==> config.mk <==
export PLATFORM = sky130hd
export DESIGN_NAME = firmware_image_section_parser_unit_flat
export DESIGN_NICKNAME = d
export VERILOG_FILES = /design/src/design/fisp_pkg.sv /design/src/design/fisp_in_if.sv /design/src/design/fisp_out_if.sv /design/src/design/fisp_parser_core.sv /design/src/design/fisp_result_fifo.sv /design/src/design/firmware_image_section_parser_unit.sv /design/src/flat_wrapper.sv
export SDC_FILE = /design/constraint.sdc
export NUM_CORES = 2
export LEC_CHECK = 0
export ABC_AREA = 0
export ABC_CLOCK_PERIOD_IN_PS = 6100
export BUFFER_PORTS_ARGS = -buffer_cell sky130_fd_sc_hd__buf_4
export CORE_MARGIN = 3
export CORE_UTILIZATION = 30
export CTS_CLUSTER_SIZE = 40
export DETAILED_ROUTE_END_ITERATION = 12
export SYNTH_ARGS = -nofsm -noshare
export SYNTH_HDL_FRONTEND = slang
export SYNTH_SLANG_ARGS = --single-unit
==> constraint.sdc <==
create_clock -name clk_i -period 6.1 [get_ports clk_i]
set_clock_uncertainty 0.2 [all_clocks]
set_input_delay 1.22 -clock clk_i [delete_from_list [all_inputs] [get_ports clk_i]]
set_output_delay 1.22 -clock clk_i [all_outputs]
set_load 0.02 [all_outputs]
==> src/design/fisp_pkg.sv <==
// Package: shared types and constants of the firmware image section parser.
package fisp_pkg;

  // Signature word as it appears after four little-endian bytes
  localparam logic [31:0] SIG_WORD  = 32'h5453_5324;
  localparam logic [31:0] RAM_INSTR = 32'd1;
  localparam logic [31:0] RAM_DATA  = 32'd2;

  // Image header length, counted into the declared size check
  localparam logic [32:0] IMAGE_HDR_BYTES = 33'd32;
  localparam logic [32:0] BYTE_TOTAL_MAX  = {33{1'b1}};

  // Byte positions of the last byte of each header field
  localparam logic [4:0] POS_WORD0   = 5'd3;
  localparam logic [4:0] POS_WORD1   = 5'd7;
  localparam logic [4:0] POS_WORD2   = 5'd11;
  localparam logic [4:0] POS_BLK_END = 5'd15;
  localparam logic [4:0] POS_ENTRY   = 5'd19;
  localparam logic [4:0] POS_PERSIST = 5'd23;
  localparam logic [4:0] POS_MOD_END = 5'd27;
  localparam logic [4:0] POS_IMG_END = 5'd31;

  // Result queue geometry
  localparam int FIFO_DEPTH = 4;
  localparam int FIFO_PTR_W = 2;
  localparam int FIFO_CNT_W = 3;

  typedef enum logic [3:0] {
    PH_HEADER  = 4'd0,
    PH_MODHDR  = 4'd1,
    PH_BLKHDR  = 4'd2,
    PH_PAYLOAD = 4'd3,
    PH_SKIP    = 4'd4,
    PH_DONE    = 4'd5,
    PH_DRAIN   = 4'd6
  } phase_e;

  typedef enum logic [2:0] {
    KIND_MODULE  = 3'd0,
    KIND_SECTION = 3'd1,
    KIND_WRITE   = 3'd2,
    KIND_ACCEPT  = 3'd3,
    KIND_REJECT  = 3'd4
  } item_kind_e;

  typedef enum logic [2:0] {
    ERR_NONE       = 3'd0,
    ERR_SIGNATURE  = 3'd1,
    ERR_SIZE       = 3'd2,
    ERR_ZERO_BLOCK = 3'd3,
    ERR_RAM_TYPE   = 3'd4,
    ERR_OVERRUN    = 3'd5
  } error_e;

  typedef struct packed {
    logic [2:0]  item_kind;
    logic [31:0] module_number;
    logic        ram_select;
    logic [31:0] offset_value;
    logic [31:0] size_value;
    logic [31:0] scratch_value;
    logic [7:0]  write_byte;
    logic [2:0]  error_code;
    logic        last_item;
  } res_t;

  // Results produced by one accepted byte, in delivery order
  typedef struct packed {
    logic [1:0] count;
    res_t       first;
    res_t       second;
  } push_t;

endpackage

==> src/design/fisp_in_if.sv <==
// Interface: image byte request channel.
interface fisp_in_if;
  logic       valid;
  logic       ready;
  logic [7:0] data_byte;
  logic       last_byte;

  modport source (output valid, output data_byte, output last_byte, input ready);
  modport sink   (input valid, input data_byte, input last_byte, output ready);
endinterface

==> src/design/fisp_out_if.sv <==
// Interface: parser result request channel.
interface fisp_out_if;
  logic        valid;
  logic        ready;
  logic [2:0]  item_kind;
  logic [31:0] module_number;
  logic        ram_select;
  logic [31:0] offset_value;
  logic [31:0] size_value;
  logic [31:0] scratch_value;
  logic [7:0]  write_byte;
  logic [2:0]  error_code;
  logic        last_item;

  modport source (
    output valid, output item_kind, output module_number, output ram_select,
    output offset_value, output size_value, output scratch_value,
    output write_byte, output error_code, output last_item, input ready
  );
  modport sink (
    input valid, input item_kind, input module_number, input ram_select,
    input offset_value, input size_value, input scratch_value,
    input write_byte, input error_code, input last_item, output ready
  );
endinterface

==> src/design/fisp_parser_core.sv <==
// Parser core: per-byte state update and result generation.
module fisp_parser_core import fisp_pkg::*; (
  input  logic       clk_i,
  input  logic       rst_ni,
  input  logic       accept_i,
  input  logic [7:0] data_byte_i,
  input  logic       last_byte_i,
  output push_t      push_o
);

  phase_e      phase_q, phase_d;
  logic [4:0]  fbc_q, fbc_d;
  logic [31:0] ws_q, ws_d;
  logic [31:0] declared_q, declared_d;
  logic [32:0] total_q, total_d;
  logic [31:0] mods_left_q, mods_left_d;
  logic [31:0] mod_idx_q, mod_idx_d;
  logic [31:0] mod_bytes_q, mod_bytes_d;
  logic [31:0] blocks_q, blocks_d;
  logic [31:0] entry_q, entry_d;
  logic [31:0] persist_q, persist_d;
  logic        ram_q, ram_d;
  logic [31:0] blk_bytes_q, blk_bytes_d;
  logic [31:0] blk_off_q, blk_off_d;
  logic [31:0] pay_idx_q, pay_idx_d;
  error_e      err_q, err_d;

  res_t        item_r;
  res_t        final_r;
  logic        has_item;

  // Next state and phase result for one byte
  always_comb begin
    logic        go_skip;
    logic        go_next;
    logic [32:0] want;
    error_e      code;

    phase_d     = phase_q;
    fbc_d       = fbc_q;
    declared_d  = declared_q;
    mods_left_d = mods_left_q;
    mod_idx_d   = mod_idx_q;
    mod_bytes_d = mod_bytes_q;
    blocks_d    = blocks_q;
    entry_d     = entry_q;
    persist_d   = persist_q;
    ram_d       = ram_q;
    blk_bytes_d = blk_bytes_q;
    blk_off_d   = blk_off_q;
    pay_idx_d   = pay_idx_q;
    err_d       = err_q;
    go_skip     = 1'b0;
    go_next     = 1'b0;
    has_item    = 1'b0;
    item_r      = '0;
    final_r     = '0;
    code        = ERR_NONE;
    want        = '0;

    ws_d    = {data_byte_i, ws_q[31:8]};
    total_d = (total_q != BYTE_TOTAL_MAX) ? total_q + 33'd1 : total_q;

    case (phase_q)
      PH_HEADER: begin
        if (fbc_q == POS_WORD0 && ws_d != SIG_WORD) begin
          err_d   = ERR_SIGNATURE;
          phase_d = PH_DRAIN;
        end else begin
          if (fbc_q == POS_WORD1) declared_d = ws_d;
          if (fbc_q == POS_WORD2) mods_left_d = ws_d;
          if (fbc_q == POS_IMG_END) begin
            fbc_d   = '0;
            phase_d = (mods_left_q != '0) ? PH_MODHDR : PH_DONE;
          end else begin
            fbc_d = fbc_q + 5'd1;
          end
        end
      end
      PH_MODHDR: begin
        if (fbc_q == POS_WORD1)   mod_bytes_d = ws_d;
        if (fbc_q == POS_WORD2)   blocks_d    = ws_d;
        if (fbc_q == POS_ENTRY)   entry_d     = ws_d;
        if (fbc_q == POS_PERSIST) persist_d   = ws_d;
        if (fbc_q == POS_MOD_END) begin
          has_item             = 1'b1;
          item_r.item_kind     = KIND_MODULE;
          item_r.module_number = mod_idx_q;
          item_r.offset_value  = entry_q;
          item_r.size_value    = persist_q;
          item_r.scratch_value = ws_d;
          fbc_d                = '0;
          if (blocks_q != '0) phase_d = PH_BLKHDR;
          else                go_skip = 1'b1;
        end else begin
          fbc_d = fbc_q + 5'd1;
        end
      end
      PH_BLKHDR: begin
        if (mod_bytes_q == '0) begin
          err_d   = ERR_OVERRUN;
          phase_d = PH_DRAIN;
        end else begin
          mod_bytes_d = mod_bytes_q - 32'd1;
          if (fbc_q == POS_WORD0) blk_off_d = ws_d;
          if (fbc_q == POS_WORD1) begin
            blk_bytes_d = ws_d;
            ram_d       = (blk_off_q == RAM_DATA);
            if (ws_d == '0) begin
              err_d = ERR_ZERO_BLOCK;
            end else if (blk_off_q != RAM_INSTR && blk_off_q != RAM_DATA) begin
              err_d = ERR_RAM_TYPE;
            end
          end
          if (fbc_q == POS_WORD2) blk_off_d = ws_d;
          if (fbc_q == POS_BLK_END) begin
            has_item             = 1'b1;
            item_r.item_kind     = KIND_SECTION;
            item_r.module_number = mod_idx_q;
            item_r.ram_select    = ram_q;
            item_r.offset_value  = blk_off_q;
            item_r.size_value    = blk_bytes_q;
            item_r.error_code    = err_q;
            fbc_d                = '0;
            if (err_q != ERR_NONE) begin
              phase_d = PH_DRAIN;
            end else begin
              pay_idx_d = '0;
              phase_d   = PH_PAYLOAD;
            end
          end else begin
            fbc_d = fbc_q + 5'd1;
          end
        end
      end
      PH_PAYLOAD: begin
        if (mod_bytes_q == '0) begin
          err_d   = ERR_OVERRUN;
          phase_d = PH_DRAIN;
        end else begin
          mod_bytes_d          = mod_bytes_q - 32'd1;
          has_item             = 1'b1;
          item_r.item_kind     = KIND_WRITE;
          item_r.module_number = mod_idx_q;
          item_r.ram_select    = ram_q;
          item_r.offset_value  = blk_off_q + pay_idx_q;
          item_r.write_byte    = data_byte_i;
          pay_idx_d            = pay_idx_q + 32'd1;
          blk_bytes_d          = blk_bytes_q - 32'd1;
          if (blk_bytes_d == '0) begin
            blocks_d = blocks_q - 32'd1;
            fbc_d    = '0;
            if (blocks_d != '0) phase_d = PH_BLKHDR;
            else                go_skip = 1'b1;
          end
        end
      end
      PH_SKIP: begin
        if (mod_bytes_q != '0) mod_bytes_d = mod_bytes_q - 32'd1;
        if (mod_bytes_d == '0) go_next = 1'b1;
      end
      default: ;
    endcase

    // Skip the unused rest of a module, or move on at once
    if (go_skip) begin
      if (mod_bytes_d == '0) go_next = 1'b1;
      else                   phase_d = PH_SKIP;
    end

    // Advance to the next module header
    if (go_next) begin
      mod_idx_d   = mod_idx_q + 32'd1;
      mods_left_d = mods_left_q - 32'd1;
      fbc_d       = '0;
      phase_d     = (mods_left_d != '0) ? PH_MODHDR : PH_DONE;
    end

    item_r.last_item = !last_byte_i;

    // Final verdict on the marked last byte, then back to reset state
    if (last_byte_i) begin
      want = {1'b0, declared_d} + IMAGE_HDR_BYTES;
      if (err_d == ERR_SIGNATURE)  code = ERR_SIGNATURE;
      else if (total_d != want)    code = ERR_SIZE;
      else if (err_d != ERR_NONE)  code = err_d;
      else if (phase_d != PH_DONE) code = ERR_OVERRUN;
      else                         code = ERR_NONE;
      final_r.item_kind  = (code != ERR_NONE) ? KIND_REJECT : KIND_ACCEPT;
      final_r.error_code = code;
      final_r.last_item  = 1'b1;

      phase_d     = PH_HEADER;
      fbc_d       = '0;
      ws_d        = '0;
      declared_d  = '0;
      total_d     = '0;
      mods_left_d = '0;
      mod_idx_d   = '0;
      mod_bytes_d = '0;
      blocks_d    = '0;
      entry_d     = '0;
      persist_d   = '0;
      ram_d       = 1'b0;
      blk_bytes_d = '0;
      blk_off_d   = '0;
      pay_idx_d   = '0;
      err_d       = ERR_NONE;
    end
  end

  // Results handed to the queue for this byte
  always_comb begin
    push_o.count  = accept_i ? ({1'b0, has_item} + {1'b0, last_byte_i}) : 2'd0;
    push_o.first  = has_item ? item_r : final_r;
    push_o.second = final_r;
  end

  // State registers
  always_ff @(posedge clk_i or negedge rst_ni) begin
    if (!rst_ni) begin
      phase_q     <= PH_HEADER;
      fbc_q       <= '0;
      ws_q        <= '0;
      declared_q  <= '0;
      total_q     <= '0;
      mods_left_q <= '0;
      mod_idx_q   <= '0;
      mod_bytes_q <= '0;
      blocks_q    <= '0;
      entry_q     <= '0;
      persist_q   <= '0;
      ram_q       <= 1'b0;
      blk_bytes_q <= '0;
      blk_off_q   <= '0;
      pay_idx_q   <= '0;
      err_q       <= ERR_NONE;
    end else if (accept_i) begin
      phase_q     <= phase_d;
      fbc_q       <= fbc_d;
      ws_q        <= ws_d;
      declared_q  <= declared_d;
      total_q     <= total_d;
      mods_left_q <= mods_left_d;
      mod_idx_q   <= mod_idx_d;
      mod_bytes_q <= mod_bytes_d;
      blocks_q    <= blocks_d;
      entry_q     <= entry_d;
      persist_q   <= persist_d;
      ram_q       <= ram_d;
      blk_bytes_q <= blk_bytes_d;
      blk_off_q   <= blk_off_d;
      pay_idx_q   <= pay_idx_d;
      err_q       <= err_d;
    end
  end

  // The last byte always returns the parser to the header phase
  a_last_resets: assert property (@(posedge clk_i) disable iff (!rst_ni)
    accept_i && last_byte_i |=> phase_q == PH_HEADER && err_q == ERR_NONE)
    else $error("parser state not cleared after last byte");

  // A byte with two results always ends with the verdict
  a_pair_final: assert property (@(posedge clk_i) disable iff (!rst_ni)
    push_o.count == 2'd2 |->
      (push_o.second.item_kind == KIND_ACCEPT || push_o.second.item_kind == KIND_REJECT))
    else $error("second result of a byte is not a verdict");

endmodule

==> src/design/fisp_result_fifo.sv <==
// Result queue: two results in per cycle at most, one out per ready cycle.
module fisp_result_fifo import fisp_pkg::*; (
  input  logic  clk_i,
  input  logic  rst_ni,
  input  push_t push_i,
  output logic  space_o,
  output logic  valid_o,
  input  logic  ready_i,
  output res_t  data_o
);

  res_t                  mem [FIFO_DEPTH];
  logic [FIFO_PTR_W-1:0] wp_q, wp_d, rp_q, rp_d;
  logic [FIFO_PTR_W-1:0] wp_inc;
  logic [FIFO_CNT_W-1:0] count_q, count_d;
  logic                  pop;

  // Room for the worst case of two results from one byte
  assign space_o = count_q <= FIFO_CNT_W'(FIFO_DEPTH - 2);
  assign valid_o = count_q != '0;
  assign data_o  = mem[rp_q];
  assign pop     = valid_o && ready_i;
  assign wp_inc  = wp_q + FIFO_PTR_W'(1);

  // Pointer and fill count update
  always_comb begin
    wp_d    = wp_q + FIFO_PTR_W'(push_i.count);
    rp_d    = pop ? rp_q + FIFO_PTR_W'(1) : rp_q;
    count_d = count_q + FIFO_CNT_W'(push_i.count) - FIFO_CNT_W'(pop);
  end

  always_ff @(posedge clk_i or negedge rst_ni) begin
    if (!rst_ni) begin
      wp_q    <= '0;
      rp_q    <= '0;
      count_q <= '0;
    end else begin
      wp_q    <= wp_d;
      rp_q    <= rp_d;
      count_q <= count_d;
    end
  end

  // Entry storage
  always_ff @(posedge clk_i) begin
    if (push_i.count != 2'd0) mem[wp_q] <= push_i.first;
    if (push_i.count == 2'd2) mem[wp_inc] <= push_i.second;
  end

  a_no_overflow: assert property (@(posedge clk_i) disable iff (!rst_ni)
    count_q <= FIFO_CNT_W'(FIFO_DEPTH))
    else $error("result queue overflow");

  a_push_fits: assert property (@(posedge clk_i) disable iff (!rst_ni)
    push_i.count != 2'd0 |-> space_o)
    else $error("results pushed without room");

endmodule

==> src/design/firmware_image_section_parser_unit.sv <==
// Top level: firmware image section parser with byte input and result output.
//
//   channel  dir  modport  payload
//   in_i     in   sink     data_byte, last_byte
//   res_o    out  source   item_kind .. last_item (module/section/write/verdict)
//
// One image byte is accepted per cycle while in_i.ready is high; its state
// update is registered. A byte yields zero, one or two results; the result
// queue (four entries) delivers one per cycle while res_o.ready is high.
// in_i.ready drops while the queue has fewer than two free entries.
// Reset (rst_ni low, asynchronous) returns the parser to the header phase.
module firmware_image_section_parser_unit import fisp_pkg::*; (
  input  logic        clk_i,
  input  logic        rst_ni,
  fisp_in_if.sink     in_i,
  fisp_out_if.source  res_o
);

  push_t push;
  res_t  head;
  logic  accept;

  assign accept = in_i.valid && in_i.ready;

  fisp_parser_core u_core (
    .clk_i       (clk_i),
    .rst_ni      (rst_ni),
    .accept_i    (accept),
    .data_byte_i (in_i.data_byte),
    .last_byte_i (in_i.last_byte),
    .push_o      (push)
  );

  fisp_result_fifo u_fifo (
    .clk_i   (clk_i),
    .rst_ni  (rst_ni),
    .push_i  (push),
    .space_o (in_i.ready),
    .valid_o (res_o.valid),
    .ready_i (res_o.ready),
    .data_o  (head)
  );

  // Result fields onto the output channel
  assign res_o.item_kind     = head.item_kind;
  assign res_o.module_number = head.module_number;
  assign res_o.ram_select    = head.ram_select;
  assign res_o.offset_value  = head.offset_value;
  assign res_o.size_value    = head.size_value;
  assign res_o.scratch_value = head.scratch_value;
  assign res_o.write_byte    = head.write_byte;
  assign res_o.error_code    = head.error_code;
  assign res_o.last_item     = head.last_item;

endmodule

==> src/flat_wrapper.sv <==
// flat-port wrapper written by rule: the top's interface ports become plain ports
module firmware_image_section_parser_unit_flat import fisp_pkg::*;
  (clk_i, rst_ni, in_i_valid, in_i_data_byte, in_i_last_byte, in_i_ready, res_o_valid, res_o_item_kind, res_o_module_number, res_o_ram_select, res_o_offset_value, res_o_size_value, res_o_scratch_value, res_o_write_byte, res_o_error_code, res_o_last_item, res_o_ready);
  fisp_in_if in_i_i ();
  fisp_out_if res_o_i ();
  input  logic clk_i;
  input  logic rst_ni;
  input wire logic [$bits(in_i_i.valid)-1:0] in_i_valid;
  input wire logic [$bits(in_i_i.data_byte)-1:0] in_i_data_byte;
  input wire logic [$bits(in_i_i.last_byte)-1:0] in_i_last_byte;
  output wire logic [$bits(in_i_i.ready)-1:0] in_i_ready;
  output wire logic [$bits(res_o_i.valid)-1:0] res_o_valid;
  output wire logic [$bits(res_o_i.item_kind)-1:0] res_o_item_kind;
  output wire logic [$bits(res_o_i.module_number)-1:0] res_o_module_number;
  output wire logic [$bits(res_o_i.ram_select)-1:0] res_o_ram_select;
  output wire logic [$bits(res_o_i.offset_value)-1:0] res_o_offset_value;
  output wire logic [$bits(res_o_i.size_value)-1:0] res_o_size_value;
  output wire logic [$bits(res_o_i.scratch_value)-1:0] res_o_scratch_value;
  output wire logic [$bits(res_o_i.write_byte)-1:0] res_o_write_byte;
  output wire logic [$bits(res_o_i.error_code)-1:0] res_o_error_code;
  output wire logic [$bits(res_o_i.last_item)-1:0] res_o_last_item;
  input wire logic [$bits(res_o_i.ready)-1:0] res_o_ready;
  assign in_i_i.valid = in_i_valid;
  assign in_i_i.data_byte = in_i_data_byte;
  assign in_i_i.last_byte = in_i_last_byte;
  assign in_i_ready = in_i_i.ready;
  assign res_o_valid = res_o_i.valid;
  assign res_o_item_kind = res_o_i.item_kind;
  assign res_o_module_number = res_o_i.module_number;
  assign res_o_ram_select = res_o_i.ram_select;
  assign res_o_offset_value = res_o_i.offset_value;
  assign res_o_size_value = res_o_i.size_value;
  assign res_o_scratch_value = res_o_i.scratch_value;
  assign res_o_write_byte = res_o_i.write_byte;
  assign res_o_error_code = res_o_i.error_code;
  assign res_o_last_item = res_o_i.last_item;
  assign res_o_i.ready = res_o_ready;
  firmware_image_section_parser_unit u_core (.clk_i(clk_i), .rst_ni(rst_ni), .in_i(in_i_i), .res_o(res_o_i));
endmodule
==> impl_metrics.env <==
export IMPL_run_status="finished, final reports clean"
export IMPL_firstDrtPassIters=7
export IMPL_clk_latency_ps=750
export IMPL_power_density_mw_per_mm2=441
export IMPL_critical_path_endpoint_type="flip-flop"
export IMPL_top_register="u_core.u_fifo.mem"
export IMPL_met2WireLength_mm=80.2
export IMPL_totalNegativeSetupSlack_ps=0
export IMPL_grt_start_max_net_pins=143
export IMPL_first_global_vias=40900
export IMPL_min_path_type="reg -> reg"
export IMPL_syn_avg_cell_area_um2=9.63
export IMPL_top_layer_used="met5"
export IMPL_critical_path_arrival_ps=6180
export IMPL_syn_num_nets=5181
export IMPL_maxCapViolations=0
export IMPL_synthesis_yosys_warnings=0
export IMPL_critical_path_max_stage_delay_ps=710
export IMPL_synth_yosys_seq_area_share_pct=44.2
export IMPL_max_slew_margin_rel_pct=11.6
export IMPL_yosysUniqueCellTypes=92
export IMPL_drt_antenna_violating_nets=0
export IMPL_wl_met3_mm=13.1
export IMPL_post_route_cells_drive_above_1_share_pct=14.2
export IMPL_power_total_uw=25000
export IMPL_worst_pin_slew_ps=1320
export IMPL_area_growth_syn_to_layout_pct=15.0
export IMPL_core_region_area_mm2=0.163
export IMPL_multi_input_area_mm2=0.0256
export IMPL_routed_wl_mm=177
export IMPL_remaining_drc_errors=0
export IMPL_synth_cell_area_mm2=0.0492
export IMPL_worst_ep_required_time_ps=6500
export IMPL_initial_core_util_pct=30.2
export IMPL_die_h_um=411
export IMPL_timing_critical_path_max_delay_family="simple AND/OR/NAND/NOR gates"
export IMPL_cts_max_level=3
export IMPL_layout_cells_non_filler=7332
export IMPL_clock_root_buffer="clkbuf_16"
export IMPL_drt_iter0_markers=4784
export IMPL_reg_top3="u_core.u_fifo.mem x576, u_core.u_core.total_q x33"
export IMPL_synth_enable_flop_cells=28
export IMPL_time_the_final_worst_path_needs_with_i_o_delays_and_setup_ps=5770
export IMPL_layout_filler_cells=16400
export IMPL_grt_usage_pct=20.2
export IMPL_fmax_mhz=173
export IMPL_die_width_um=411
export IMPL_worst_path_buf_inv=6
export IMPL_ctsLongestPathBuffers=3
export IMPL_final_min_period_over_clock_period_pct=94.7
export IMPL_routability_cong=0.947
export IMPL_register_bit_total_from_synthesis=973
export IMPL_cts_buffers_inserted=105
export IMPL_grt_pass1_wl_mm=266
export IMPL_tritoncts="yes"
export IMPL_initial_antenna_violation_count=3
export IMPL_place_detailed_instances=7134
export IMPL_overflow=0
export IMPL_setup_viol=0
export IMPL_synthCells=5115
export IMPL_tritoncts_num_sinks=973
export IMPL_routed_via_density=5.87
export IMPL_vias=43100
export IMPL_setup_repair_after_global_routing_missed_its_margin="false"
export IMPL_ioPinCount=159
export IMPL_hold_viol=0
export IMPL_crit_path_cell_trace="inv_1 -> ha_1 -> or4b_2 -> nor2_1 -> nand3_1 -> buf_4 -> and3_2 -> nor3_1 -> buf_4 -> inv_1 -> ha_1 -> buf_4 -> nor3_2 -> nor2_4 -> buf_12 -> a22o_1"
export IMPL_finalNetCount=5134
export IMPL_cts_clk_slew_worst_paths_ps=70
export IMPL_postSynth_asyncResetShare_pct=40.8
export IMPL_die_area_mm2=0.169
export IMPL_synthFlopType="dfxtp_1"
export IMPL_worstSetupPathType="reg -> reg"
export IMPL_slew_violations=0
export IMPL_crit_fanout=72
export IMPL_m1WireLength_mm=77.2
export IMPL_sequential_cell_area_mm2=0.0218
export IMPL_io_buffers=158
export IMPL_wl_per_cell_um=24.1
export IMPL_vdd_ir_drop_max_v=0.000493
export IMPL_largest_register_ffs=576
export IMPL_startpoint_type="flip-flop"
export IMPL_worst_path_most_repeated_cell="buf_4"
export IMPL_floorplan_rows=148
export IMPL_leakagePower_uw=0.0220
export IMPL_dp_hpwl_mm=116
export IMPL_timing_critical_path_slowest_stage_cell="or4b_2"
Yosys cell counts, drive strengths merged (31+ instances only):
| library cell | instances | area share (%) |
|---|---|---|
| xor2 | 50 | 0.89 |
| nor2 | 277 | 2.1 |
| xnor2 | 103 | 1.8 |
| buf | 51 | 0.47 |
| or3 | 56 | 0.71 |
| a31oi | 31 | 0.42 |
| o22ai | 46 | 0.58 |
| nand2 | 506 | 3.9 |
| inv | 67 | 0.51 |
| dfrtp | 397 | 20 |
| a32o | 178 | 3.6 |
| o21ai | 537 | 5.5 |
| mux2i | 114 | 2.3 |
| clkbuf | 423 | 3.2 |
| nand3 | 130 | 1.3 |
| a22o | 324 | 5.8 |
| dfxtp | 548 | 22 |
| mux4 | 144 | 6.6 |
| nor4 | 79 | 1.1 |
| nor3 | 121 | 1.3 |
| nand4 | 64 | 0.81 |
| ha | 51 | 1.3 |
| or4 | 32 | 0.51 |
| a21oi | 192 | 2.0 |
| and3 | 54 | 0.69 |
| a22oi | 59 | 0.90 |
routing by layer:
layer  up-vias  global-route usage [%]
met1     21700                    27.8
met3       336                    3.53
li1      19300                       -
met2      1768                    31.5
met5         -                       0
met4         2                    7.43
final timing paths:
path	depth (start not counted)	endpoint	slack (ps)	start
max	16	u_core.u_fifo.mem[0][56]	330	u_core.u_core.mod_bytes_q[0]
min	2	u_core.u_fifo.mem[2][98]	250	u_core.u_fifo.mem[2][98]
max reg2reg	16	u_core.u_fifo.mem[0][56]	330	u_core.u_core.mod_bytes_q[0]
max in group asynchronous	2	u_core.u_core.ws_q[28]	4150	rst_ni
min reg2reg	2	u_core.u_fifo.mem[2][98]	250	u_core.u_fifo.mem[2][98]
min in group asynchronous	1	u_core.u_core.total_q[12]	290	rst_ni
placed cells by master (no fill, tap or decap), types with 130 or more instances in the layout:
cell type / count
nand3_1: 130
nor2_1: 260
buf_4: 299
dfrtp_1: 394
mux4_2: 144
a21oi_1: 192
a22o_1: 324
a32o_1: 178
o21ai_0: 529
nand2_1: 502
dfxtp_1: 548
tightest hold or removal path, delay by kind of cell, from the launching register on:
family / cells / cell delay [ps]
AOI/OAI and AO/OA: 1 / 50
DFF: 1 / 320
and+or+nand+nor: 1 / 40
through the flow:
stage	hold slack (ps)	util, %	instance area (um^2)	worst slack, ps
final	245	34.7	56600	326
after global routing	272	34.7	56600	71.7
after CTS	251	34.7	56600	307
after detailed placement	238	32.5	52900	345
after global placement	228	32.5	52900	319
after floorplan	220	-	49200	500
report_power, final:
part,switching [uW],total [uW],internal [uW],leakage [uW]
Combinational,6720,10100,3420,0.0101
Sequential,1130,8140,7010,0.0101
Clock,2850,6690,3840,0.00179
Total,10700,25000,14300,0.0220
repair_timing:
action / 4_1_cts / 5_1_grt
hold buffers: 0 / 0
hold endpoints to repair: 0 / 0
endpoints found under the setup margin: 0 / 43
gates resized for setup: 0 / 1
buffers inserted: 0 / 1
area by class of cell:
type	instances	area share, %
Timing Repair Buffer	319	4.65
Tap cell	2175	4.81
Sequential cell	973	38.4
Antenna cell	2	0.00884
Clock buffer	144	5.41
Clock inverter	50	1.04
Inverter	67	0.444
Multi-Input combinational cell	3602	45.2
kinds of logic after synthesis:
| family | after synthesis | synth area share [%] |
|---|---|---|
| AO/OA/AOI/OAI | 1649 | 23.6 |
| AND/OR/NAND/NOR | 1482 | 14.8 |
| flip-flops | 973 | 44.2 |
| buffers and inverters | 541 | 4.20 |
| multiplexers | 262 | 9.00 |
| XOR/XNOR | 155 | 2.81 |
| adder cells (fa/ha/maj) | 53 | 1.38 |
No activity file was read; power rests on OpenSTA's default activity.
